File: src/rtl/pwas_pkg.sv
// shared types and constants for the pulse width average slicer
`timescale 1ns / 1ps

package pwas_pkg;

  // pulse width field width in timer ticks
  localparam int WIDTH_W = 16;

  // marks fall on every eighth bit position
  localparam int GROUP_BITS = 3;

  // input action codes
  localparam logic ACT_SAMPLE = 1'b0;
  localparam logic ACT_END    = 1'b1;

  // sequencer states
  typedef enum logic [1:0] {
    ST_IDLE,
    ST_DIV,
    ST_FETCH,
    ST_EMIT
  } state_t;

endpackage

File: src/rtl/pulse_width_average_slicer.sv
// pulse width average slicer: sample store, serial divider and bit walk
//
// Usage: a beat is taken at a clock edge where start is high and busy is low.
// With action at sample the width goes into the store; the first width of a
// burst is kept out of the sum, and widths past DEPTH entries are dropped.
// A sample beat leaves busy low.
// With action at end of burst, a burst of n stored samples (n >= 2) gives
// n-1 result beats. The sum of the kept widths is divided by n-1 in a
// restoring divider that settles one quotient bit a cycle. The walk over
// the store then reads one entry at a time through the store's registered
// read port, in a fetch state and an emit state, and each result is shown
// for one cycle with strobe high. Busy is high while the divide and walk
// run. An end of burst with fewer than two samples gives no beat.
// Results cannot be held off; the receiver takes each strobed beat.
// Reset clears the sequencer, sample count and sum; the store is not
// cleared, since only entries written in the current burst are read.
`timescale 1ns / 1ps

module pulse_width_average_slicer
  import pwas_pkg::*;
#(
  parameter int DEPTH = 65
) (
  input  logic               clk,
  input  logic               rst,
  input  logic               start,
  output logic               busy,
  input  logic               action,
  input  logic [WIDTH_W-1:0] width,
  output logic               strobe,
  output logic               bit_value,
  output logic               group_mark,
  output logic [WIDTH_W-1:0] mean_width,
  output logic               last
);

  localparam int CntW  = $clog2(DEPTH + 1);
  localparam int IdxW  = $clog2(DEPTH);
  localparam int SumW  = WIDTH_W + IdxW;
  localparam int StepW = $clog2(SumW);
  localparam int GrpW  = (IdxW < GROUP_BITS) ? IdxW : GROUP_BITS;

  state_t state, state_next;

  logic [CntW-1:0]    count;
  logic [SumW-1:0]    sum;
  logic [IdxW-1:0]    divisor;
  logic [IdxW-1:0]    rem;
  logic [SumW-1:0]    quot;
  logic [StepW-1:0]   step;
  logic [IdxW-1:0]    idx;
  logic [IdxW-1:0]    last_idx;
  logic [WIDTH_W-1:0] rd;
  logic [WIDTH_W-1:0] store [DEPTH];

  logic accept;
  logic take_sample;
  logic end_burst;
  logic [IdxW:0]   trial;
  logic [IdxW:0]   diff;
  logic            qbit;
  logic            mark;

  assign busy   = (state != ST_IDLE);
  assign accept = start && !busy;
  assign take_sample = accept && (action == ACT_SAMPLE) && (count < CntW'(DEPTH));
  assign end_burst   = accept && (action == ACT_END);

  // divider step: shift in next dividend bit, trial subtract
  assign trial = {rem, quot[SumW-1]};
  assign diff  = trial - {1'b0, divisor};
  assign qbit  = (trial >= {1'b0, divisor});

  // mark on positions that are multiples of eight
  always_comb begin
    if (IdxW >= GROUP_BITS) begin
      mark = (idx[GrpW-1:0] == '0);
    end else begin
      mark = 1'b0;
    end
  end

  // next state
  always_comb begin
    state_next = state;
    case (state)
      ST_IDLE: begin
        if (end_burst && (count > CntW'(1))) begin
          state_next = ST_DIV;
        end
      end
      ST_DIV: begin
        if (step == '0) begin
          state_next = ST_FETCH;
        end
      end
      ST_FETCH: begin
        state_next = ST_EMIT;
      end
      ST_EMIT: begin
        if (idx == last_idx) begin
          state_next = ST_IDLE;
        end else begin
          state_next = ST_FETCH;
        end
      end
      default: begin
        state_next = ST_IDLE;
      end
    endcase
  end

  // state register
  always_ff @(posedge clk) begin
    if (rst) begin
      state <= ST_IDLE;
    end else begin
      state <= state_next;
    end
  end

  // sample count and running sum of kept widths
  always_ff @(posedge clk) begin
    if (rst) begin
      count <= '0;
      sum   <= '0;
    end else if (end_burst) begin
      count <= '0;
      sum   <= '0;
    end else if (take_sample) begin
      count <= count + CntW'(1);
      if (count != '0) begin
        sum <= sum + SumW'(width);
      end
    end
  end

  // sample store, registered read port
  always_ff @(posedge clk) begin
    if (take_sample) begin
      store[count[IdxW-1:0]] <= width;
    end
    rd <= store[idx];
  end

  // divider and walk registers
  always_ff @(posedge clk) begin
    if (end_burst && (count > CntW'(1))) begin
      divisor  <= IdxW'(count - CntW'(1));
      last_idx <= IdxW'(count - CntW'(1));
      quot     <= sum;
      rem      <= '0;
      step     <= StepW'(SumW - 1);
      idx      <= IdxW'(1);
    end else if (state == ST_DIV) begin
      rem  <= qbit ? diff[IdxW-1:0] : trial[IdxW-1:0];
      quot <= {quot[SumW-2:0], qbit};
      step <= step - StepW'(1);
    end else if (state == ST_EMIT) begin
      idx <= idx + IdxW'(1);
    end
  end

  // result beat registers
  always_ff @(posedge clk) begin
    if (rst) begin
      strobe <= 1'b0;
    end else begin
      strobe <= (state == ST_EMIT);
    end
  end

  always_ff @(posedge clk) begin
    if (state == ST_EMIT) begin
      bit_value  <= (rd <= quot[WIDTH_W-1:0]);
      group_mark <= mark;
      mean_width <= quot[WIDTH_W-1:0];
      last       <= (idx == last_idx);
    end
  end

  // a result beat only follows a walk step
  assert property (@(posedge clk) disable iff (rst)
    strobe |-> $past(state == ST_EMIT))
    else $error("result beat without walk step");

  // the final beat of a burst is never followed straight by another
  assert property (@(posedge clk) disable iff (rst)
    (strobe && last) |=> !strobe)
    else $error("beat after final beat");

  // divider never runs on a zero divisor
  assert property (@(posedge clk) disable iff (rst)
    (state == ST_DIV) |-> (divisor != '0))
    else $error("zero divisor in divide");

  // sample count stays within the store
  assert property (@(posedge clk) disable iff (rst)
    count <= CntW'(DEPTH))
    else $error("sample count beyond store depth");

endmodule

File: config.mk
export PLATFORM = sky130hd
export DESIGN_NAME = pulse_width_average_slicer
export DESIGN_NICKNAME = d
export VERILOG_FILES = /design/src/rtl/pwas_pkg.sv /design/src/rtl/pulse_width_average_slicer.sv
export SDC_FILE = /design/constraint.sdc
export NUM_CORES = 1
export LEC_CHECK = 0
export BUFFER_PORTS_ARGS = -buffer_cell sky130_fd_sc_hd__buf_2
export CAP_MARGIN = 40
export CORE_UTILIZATION = 25
export DETAILED_ROUTE_END_ITERATION = 16
export GPL_TIMING_DRIVEN = 1
export PLACE_DENSITY_LB_ADDON = 0.2
export SLEW_MARGIN = 5
export SYNTH_ARGS = -nofsm -noshare
export SYNTH_HDL_FRONTEND = slang
export SYNTH_SLANG_ARGS = --single-unit
File: constraint.sdc
create_clock -name clk -period 2.99 [get_ports clk]
set_clock_uncertainty 0.15 [all_clocks]
set_input_delay 0.598 -clock clk [delete_from_list [all_inputs] [get_ports clk]]
set_output_delay 0.598 -clock clk [all_outputs]
set_load 0.1 [all_outputs]
[Yosys cells after proc, flatten, opt, wreduce, memory -nomap -nowiden]
Memories as Yosys holds them, arrays and structs flattened. A register that Yosys moved wholly into a read port is not among the register bits.
Index checks and enable logic that the tools add are counted.
Storage, ports and cells
  RAM bits: 1040
  memories: 1
  register bits after elaboration: 101
  bits of input ports: 20
Cells by class
  eq/ne operators: 6
  order comparisons: 4
  reductions and logical operators: 16
  multiplexer cells: 9
  add/sub/neg operators: 6
  bitwise gates (word level): 2
Memories
  store: depth 65, width 16, read ports 1, clocked after Yosys merged registers in 1, wr ports 1, RTL line pulse_width_average_slicer.sv:54  | logic [WIDTH_W-1:0] store [DEPTH];
Operators by type and width (number)
  23-bit 2-to-1 mux: 2
  23-bit by 16-bit adder with 23-bit output: 1
  16-bit <= comparator: 1
  7-bit by 1-bit adder with 7-bit output, second input constant: 2
  8-bit by 7-bit >= comparator with 1-bit output: 1
  2-bit case mux with 4 select lines: 1
  7-bit equality test: 1
  7-bit by 1-bit greater-than comparator with 1-bit output, second input constant: 1
  7-bit less-than comparator, second input constant: 1
  7-bit 2-to-1 mux: 1
  7-bit nonzero test: 1
  7-bit by 1-bit subtractor with 7-bit output, second input constant: 1
  7-bit subtractor: 1
  2-bit 2-to-1 mux: 3
  2-bit AND reduction: 3
  1-bit logical AND: 5
  5-bit zero test: 1
  5-bit by 1-bit subtractor with 5-bit output, second input constant: 1
  2-bit equality test, second input constant: 2
  2-bit inequality test, second input constant: 2
  2-bit nonzero test: 2
  3-bit zero test: 1
  2-bit by 1-bit equality test with 1-bit output, second input constant: 1
  2-bit zero test: 1
  4 further kinds: 6

[Depth between registers and ports, before layout]
Gate-level depths: netlist of run 1.
  depth in word-level cells: 7
  depth in mapped cells: 12
  mapped depth without buffers: 11

[Worst setup path after synthesis of run 1]
No wires, ideal clock.
  path kind: input -> register
  from: in action
  to: mem store[63][0] (enable)
  data arrival time: 2.407 ns
  data required time: 2.450 ns
  cell stages on the path: 4
  setup slack: 0.043 ns
  setup time: 0.390 ns
  path through: nand3b_1 -> nor3b_1 -> nand3_1 -> nor2_1
Between the ends
  word-level cells in the longest chain between the ends: 5
Ends and longest elaborated chain
  start, declared: RTL line pulse_width_average_slicer.sv:28  | input logic action,
  1-bit NOT: RTL line pulse_width_average_slicer.sv:66  | assign take_sample = accept && (action == ACT_SAMPLE) && (count < CntW'(DEPTH));
  1-bit logical AND (2 in series): RTL line pulse_width_average_slicer.sv:66
  1-bit 2-to-1 mux: RTL line pulse_width_average_slicer.sv:140  | if (take_sample) begin
  1-bit 2-to-1 mux (not written as such): RTL line pulse_width_average_slicer.sv:141  | store[count[IdxW-1:0]] <= width;
  end, declared: RTL line pulse_width_average_slicer.sv:54
No other way between the ends.

==> results.tsv, run 1 <==
stage	metric	value	unit
placed_design	gpl congestion	0.791	
floorplan	std cell rows	157	
floorplan	die area	186000	um^2
clock_tree	Worst-Skew Late Latency	760	ps
placed_design	DP Area	51900	um^2
worst_setup_path	Worst path top cell family by delay	compound AO/OA/AOI/OAI gates	
synth	mux cell area share after synthesis	0.123	
timing	fin. max-slew vios	0	
synth	Syn. warnings	0	
floorplan	Die Wd	431	um
clock_tree	H-tree lvl count	3	
route	Vias/cell	4.54	
route	drt wl/cell	25.2	um
worst_setup_path	Required @ worst endpoint	3420	ps
worst_setup_path	CP peak stage delay	440	ps
placed_design	port buffer count	40	
global_routing	largest net degree at the start of global routing	66	
clock_tree	clock buffer count from CTS	121	
final_layout	fin nets	2959	
synth	Post-synth EDFFs	1089	
synth	Seq/Total Area, Yosys	0.739	
timing	setup ws final	38.0	ps
placed_design	HPWL after DPL	86800	um
route	vias after detailed routing	24800	
synth	Simple-Gate Fraction of Synth Area	0.0379	
worst_setup_path	critical path class	flop to flop	
synth	Mapped Cells	2587	
synth	Synth Area in XOR/XNOR	0.00703	
status	outcome	finished clean	
timing	Final Hold Vio Count	0	
timing	fin crit share	0.987	
synth	Yosys top cell area share	0.709	
synth	largest cells by area after synthesis	edfxtp_1 (71%), mux4_2 (6.9%), mux2i_1 (4.6%), dfxtp_1 (3.0%), a22oi_1 (1.3%)	
floorplan	die boundary height	431	um
timing	Fin Setup TNS	0	ps
synth	share of synthesized flip-flops with an asynchronous set or reset	0	
worst_setup_path	crit path max fanout	6	
job	max_cap viols	0	
route	Routed Antenna Nets	0	
route	drt initial violations	2349	
worst_setup_path	startpoint types	flop	
final_layout	layout cells sized above 1	0.246	
worst_setup_path	Data arrival, critical path	3380	ps
clock_tree	CTS Buffer Depth	3	
synth	Adder-Cell Fraction of Synth Area	0.0134	
synth	largest family of logic cells by synthesized area	multiplexers	
synth	count of cell types in the netlist	71	
clock_tree	clk sinks	1157	
timing	min cycle time layout	2950	ps
worst_setup_path	Worst Path Buf+Inv	3	
power	Leak	0.0183	uW
synth	Synth Area in Compound Gates	0.0597	
power	Pwr Density	745	nW/um^2
timing	Slew HR	0.364	
final_layout	most frequent cells in the layout	edfxtp_1 (1089), mux2i_1 (212), buf_4 (192)	
global_routing	global-route usage over all layers	0.147	
worst_setup_path	Crit path top cell by count	buf_4	
global_routing	initial antenna violation count	16	
worst_setup_path	slowest CP cell	inv_1	
placed_design	DP Worst Slack	-227	ps
route	final WL	138000	um
timing	Setup violations, final	0	
synth	Synth Register Bits	1157	
synth	Syn Nets	2655	
global_routing	first-pass GRT wire length	195000	um
floorplan	I/O pin total	41	
synth	Top FF cell, synth	edfxtp_1	
synth	cell area after synthesis	46100	um^2
timing	Worst-Margin Slew	948	ps
route	DR pass1 iterations	5	
timing	unrepaired setup endpoints after global routing	false	
route	drt drc	0	
final_layout	most common cell after layout, fill and taps aside	edfxtp_1	
final_layout	cell area after layout	56200	um^2
power	Worst IR Drop VDD	0.501	mV
synth	cell taking the most area after synthesis	edfxtp_1	
global_routing	vias in the first global route	25100	
floorplan	Core ar.	183000	um^2
clock_tree	CTS tree	done	
worst_hold_path	worst min path class	input pin to flop	
global_routing	GRT overflow	0	
timing	Max Clk Rate	0.339	GHz
final_layout	Synth-to-Final Area Change	21.9	%
worst_setup_path	worst-path cell chain	inv_1 > nand2_1 > buf_4 > buf_4 > o221ai_1 > a21oi_2 > a211o_1 > a41oi_1	
floorplan	Starting Density	0.252	
synth	syn_area_per_cell	17.8	um^2
worst_setup_path	crit end category	flop	
clock_tree	Worst-path clk slew	60	ps
clock_tree	root buffer cell	clkbuf_16	
[final timing paths]
kind	startpoint	to	slack [ps]	depth (start not counted)
worst max-delay path	idx[0]	rd[11]	40	8
worst min-delay path	width[2]	store[52][2]	80	1
worst max register to register	idx[0]	rd[11]	40	8
worst min register to register	quot[8]	mean_width[8]	320	0
[layer usage]
metal,wire (um),up-vias,GRT usage
met5,15,-,0
met4,3000,2,0.0334
met3,6480,180,0.0214
met2,63700,576,0.233
met1,64700,13000,0.212
li1,-,11000,-
[layout make-up]
| cell class | instances | area, um^2 |
|---|---|---|
| Sequential cell | 1157 | 34100 |
| Antenna cell | 4 | 10.0 |
| Clock inverter | 82 | 992 |
| Multi-Input combinational cell | 1246 | 11200 |
| Tap cell | 2464 | 3080 |
| Timing Repair Buffer | 322 | 3420 |
| Inverter | 43 | 161 |
| Fill cell | 18000 | 127000 |
| Clock buffer | 145 | 3200 |
[power by group]
part	total, uW	switching (uW)	internal, uW	leakage [uW]
clock	15900	6510	9410	0.00205
combinational	7580	4450	3130	0.00587
sequential	18400	387	18000	0.0103
total	41900	11300	30500	0.0183
[state kept, by name, indices dropped and copies added, names as in the netlist]
register	count
rd	16
sum	23
idx	7
strobe	1
store	1040
count	7
quot	23
group_mark	1
last	1
step	5
mean_width	16
state	2
last_idx	7
rem	7
bit_value	1
[worst reg2reg max path, cell delays in order (launching register included)]
cell and delay, ps:
dfxtp_4 410, inv_1 440, nand2_1 250, buf_4 240, buf_4 150, o221ai_1 200, a21oi_2 90, a211o_1 430
a41oi_1 430
[what timing repair did]
action	CTS	global route
gates resized for setup	0	4
hold buffers	1	0
setup endpoints to repair	0	6
setup buffers	0	1
hold endpoints to repair	3	0
[stage by stage]
step	hold slack [ps]	utilization	std cells	power, uW
6_report	77.8	0.307	5463	41900
5_1_grt	29.9	0.307	5459	43400
4_1_cts	34.4	0.306	5457	42400
3_5_place_dp	296	0.284	5229	26300
3_3_place_gp	289	0.283	5228	26300
2_1_floorplan	276	-	2587	22700
[cell usage after synthesis (14+ instances only)]
| master | count |
|---|---|
| xnor2_1 | 19 |
| mux4_2 | 141 |
| mux2_2 | 23 |
| nand2_1 | 97 |
| nor2_1 | 137 |
| a22oi_1 | 78 |
| o221ai_1 | 19 |
| a21o_1 | 18 |
| nand3_1 | 55 |
| dfxtp_1 | 68 |
| clkbuf_1 | 49 |
| mux2i_1 | 213 |
| o21ai_0 | 72 |
| inv_1 | 42 |
| nor2b_1 | 14 |
| xor2_1 | 18 |
| o22ai_1 | 15 |
| ha_1 | 46 |
| buf_2 | 57 |
| edfxtp_1 | 1089 |
| nor3_1 | 19 |
| a211oi_1 | 26 |
| a21oi_1 | 85 |
[logic make-up (layout without fill, tap and decap cells)]
family	count (synthesis)	after routing
AOI/OAI and AO/OA	397	397
xor gates and xnor gates	37	37
DFF	1157	1157
and+or+nand+nor	383	383
muxes	381	381
buffers and inverters	184	592
other	0	4
adders and majority gates	48	48
Power figures use the tool's default switching activity.
==> run 2: changes to the inputs <==
- CTS_BUF_LIST: default -> sky130_fd_sc_hd__clkbuf_4
==> run 2 against run 1 <==
  * Critical path depth fell by 1
  * Worst hold slack improved by 140 ps
  * Wire length rose by 1.9%
==> results.tsv, run 2 (synthesis results as in run 1) <==
stage	metric	value	unit	change
worst_setup_path	slowest CP cell	mux4_2		was inv_1
route	drt wl/cell	24.1	um	was 25.2 um
worst_setup_path	Data arrival, critical path	3880	ps	was 3380 ps
floorplan	die boundary height	431	um	unchanged
final_layout	layout cells sized above 1	0.318		was 0.246
route	Vias/cell	4.51		was 4.54
route	drt initial violations	2034		was 2349
timing	Setup violations, final	0		unchanged
route	vias after detailed routing	26200		was 24.8k
worst_setup_path	startpoint types	flop		unchanged
clock_tree	Worst-Skew Late Latency	1300	ps	was 760 ps
final_layout	most common cell after layout, fill and taps aside	edfxtp_1		unchanged
final_layout	Post-Route Utilization	0.308		was 0.307
worst_hold_path	worst min path class	input pin to flop		unchanged
placed_design	port buffer count	40		unchanged
route	Routed Antenna Nets	0		unchanged
global_routing	largest net degree at the start of global routing	66		unchanged
global_routing	initial antenna violation count	15		was 16
final_layout	most frequent cells in the layout	edfxtp_1 (1089), clkbuf_4 (492), mux2i_1 (212)		was edfxtp_1 (1089), mux2i_1 (212), buf_4 (192)
floorplan	I/O pin total	41		unchanged
timing	worst hold slack	221	ps	was 77.8 ps
clock_tree	Worst-path clk slew	70	ps	was 60 ps
route	drt drc	0		unchanged
worst_setup_path	crit path max fanout	7		was 6
floorplan	Starting Density	0.252		unchanged
timing	Worst-Margin Slew	951	ps	was 948 ps
placed_design	HPWL after DPL	86800	um	unchanged
power	Leak	0.0188	uW	was 0.0183 uW
job	max_cap viols	0		unchanged
worst_setup_path	critical path class	flop to flop		unchanged
global_routing	GRT overflow	0		unchanged
worst_setup_path	crit end category	flop		unchanged
status	outcome	finished clean		unchanged
final_layout	max reg flops	1040		unchanged
route	final WL	140000	um	was 138000 um
timing	fin. max-slew vios	0		unchanged
floorplan	std cell rows	157		unchanged
clock_tree	clock buffer count from CTS	328		was 121
final_layout	Synth-to-Final Area Change	22.2	%	was 21.9%
clock_tree	CTS Buffer Depth	4		was 3
timing	fin crit share	0.985		was 0.987
timing	Max Clk Rate	0.339	GHz	about the same
route	DR pass1 iterations	5		unchanged
final_layout	fin nets	3192		was 2959
global_routing	global-route usage over all layers	0.150		was 0.147
floorplan	die area	186000	um^2	unchanged
power	Worst IR Drop VDD	0.380	mV	was 0.501 mV
worst_setup_path	Required @ worst endpoint	3930	ps	was 3420 ps
worst_setup_path	CP peak stage delay	540	ps	was 440 ps
floorplan	Die Wd	431	um	unchanged
timing	min cycle time layout	2950	ps	about the same
global_routing	vias in the first global route	26900		was 25.1k
placed_design	gpl congestion	0.791		unchanged
global_routing	first-pass GRT wire length	200000	um	was 195000 um
timing	Final Hold Vio Count	0		unchanged
clock_tree	CTS tree	done		unchanged
power	Pwr Density	715	nW/um^2	was 745 nW/um^2
placed_design	DP Area	51900	um^2	unchanged
floorplan	Core ar.	183000	um^2	unchanged
clock_tree	root buffer cell	clkbuf_4		was clkbuf_16
final_layout	cell area after layout	56300	um^2	was 56200 um^2
worst_setup_path	worst-path cell chain	buf_6 > mux4_2 > a2111o_1 > a221oi_2 > buf_4 > a211oi_1 > o32a_1		was inv_1 > nand2_1 > buf_4 > buf_4 > o221ai_1 > a21oi_2 > a211o_1 > a41oi_1
clock_tree	clk sinks	1157		unchanged
clock_tree	H-tree lvl count	5		was 3
timing	Slew HR	0.366		was 0.364
==> run 2: cell type report <==
| type | count | area [um^2] |
|---|---|---|
| Clock inverter | 59 | 280 |
| Tap cell | 2464 | 3080 |
| Inverter | 43 | 165 |
| Clock buffer | 492 | 3690 |
| Fill cell | 18200 | 127000 |
| Timing Repair Buffer | 348 | 3720 |
| Sequential cell | 1157 | 34100 |
| Multi-Input combinational cell | 1246 | 11300 |
| Antenna cell | 10 | 25.0 |
==> run 2: what timing repair did <==
item                                    CTS  global route
gates resized for setup                   3            13
setup buffers                             0             2
hold buffers                             26             0
cloned                                    0             1
endpoints found under the hold margin   693             0
endpoints found under the setup margin    2             9
==> run 2: metal layers <==
metal | track usage | wire [um] | vias to the layer above
li1 | - | - | 11700
met2 | 0.234 | 64900 | 782
met5 | 0 | 20 | -
met1 | 0.209 | 64600 | 13500
met4 | 0.0469 | 3150 | 2
met3 | 0.0315 | 7790 | 235
==> run 2: through the flow <==
stage	total power [uW]	std cells	worst slack, ps	setup TNS [ps]
final	40300	5819	43.9	0
after global routing	42200	5816	-2.27	-6.18
after CTS	40800	5806	4.17	0
after detailed placement	26300	5229	-227	-855
after global placement	26300	5228	-332	-1270
after floorplan	22700	2587	42.7	0
==> run 2: final timing paths <==
| check | from | cells past startpoint | end | slack [ps] |
|---|---|---|---|---|
| worst min-delay path | width[5] | 2 | store[48][5] | 220 |
| worst min register to register | quot[8] | 0 | mean_width[8] | 320 |
| worst max-delay path | idx[0] | 7 | rd[14] | 40 |
| worst max register to register | idx[0] | 7 | rd[14] | 40 |
==> run 2: critical path, delay by kind of cell (launching register included) <==
| family | cells | cell delay [ps] |
|---|---|---|
| AOI/OAI and AO/OA | 4 | 1210 |
| muxes | 1 | 540 |
| DFF | 1 | 500 |
| buffers and inverters | 2 | 380 |
==> run 2: power breakdown <==
group	total (uW)	internal, uW	switching [uW]
sequential	18400	18000	389
clock	14300	7610	6640
combinational	7670	3180	4480
total	40300	28800	11500
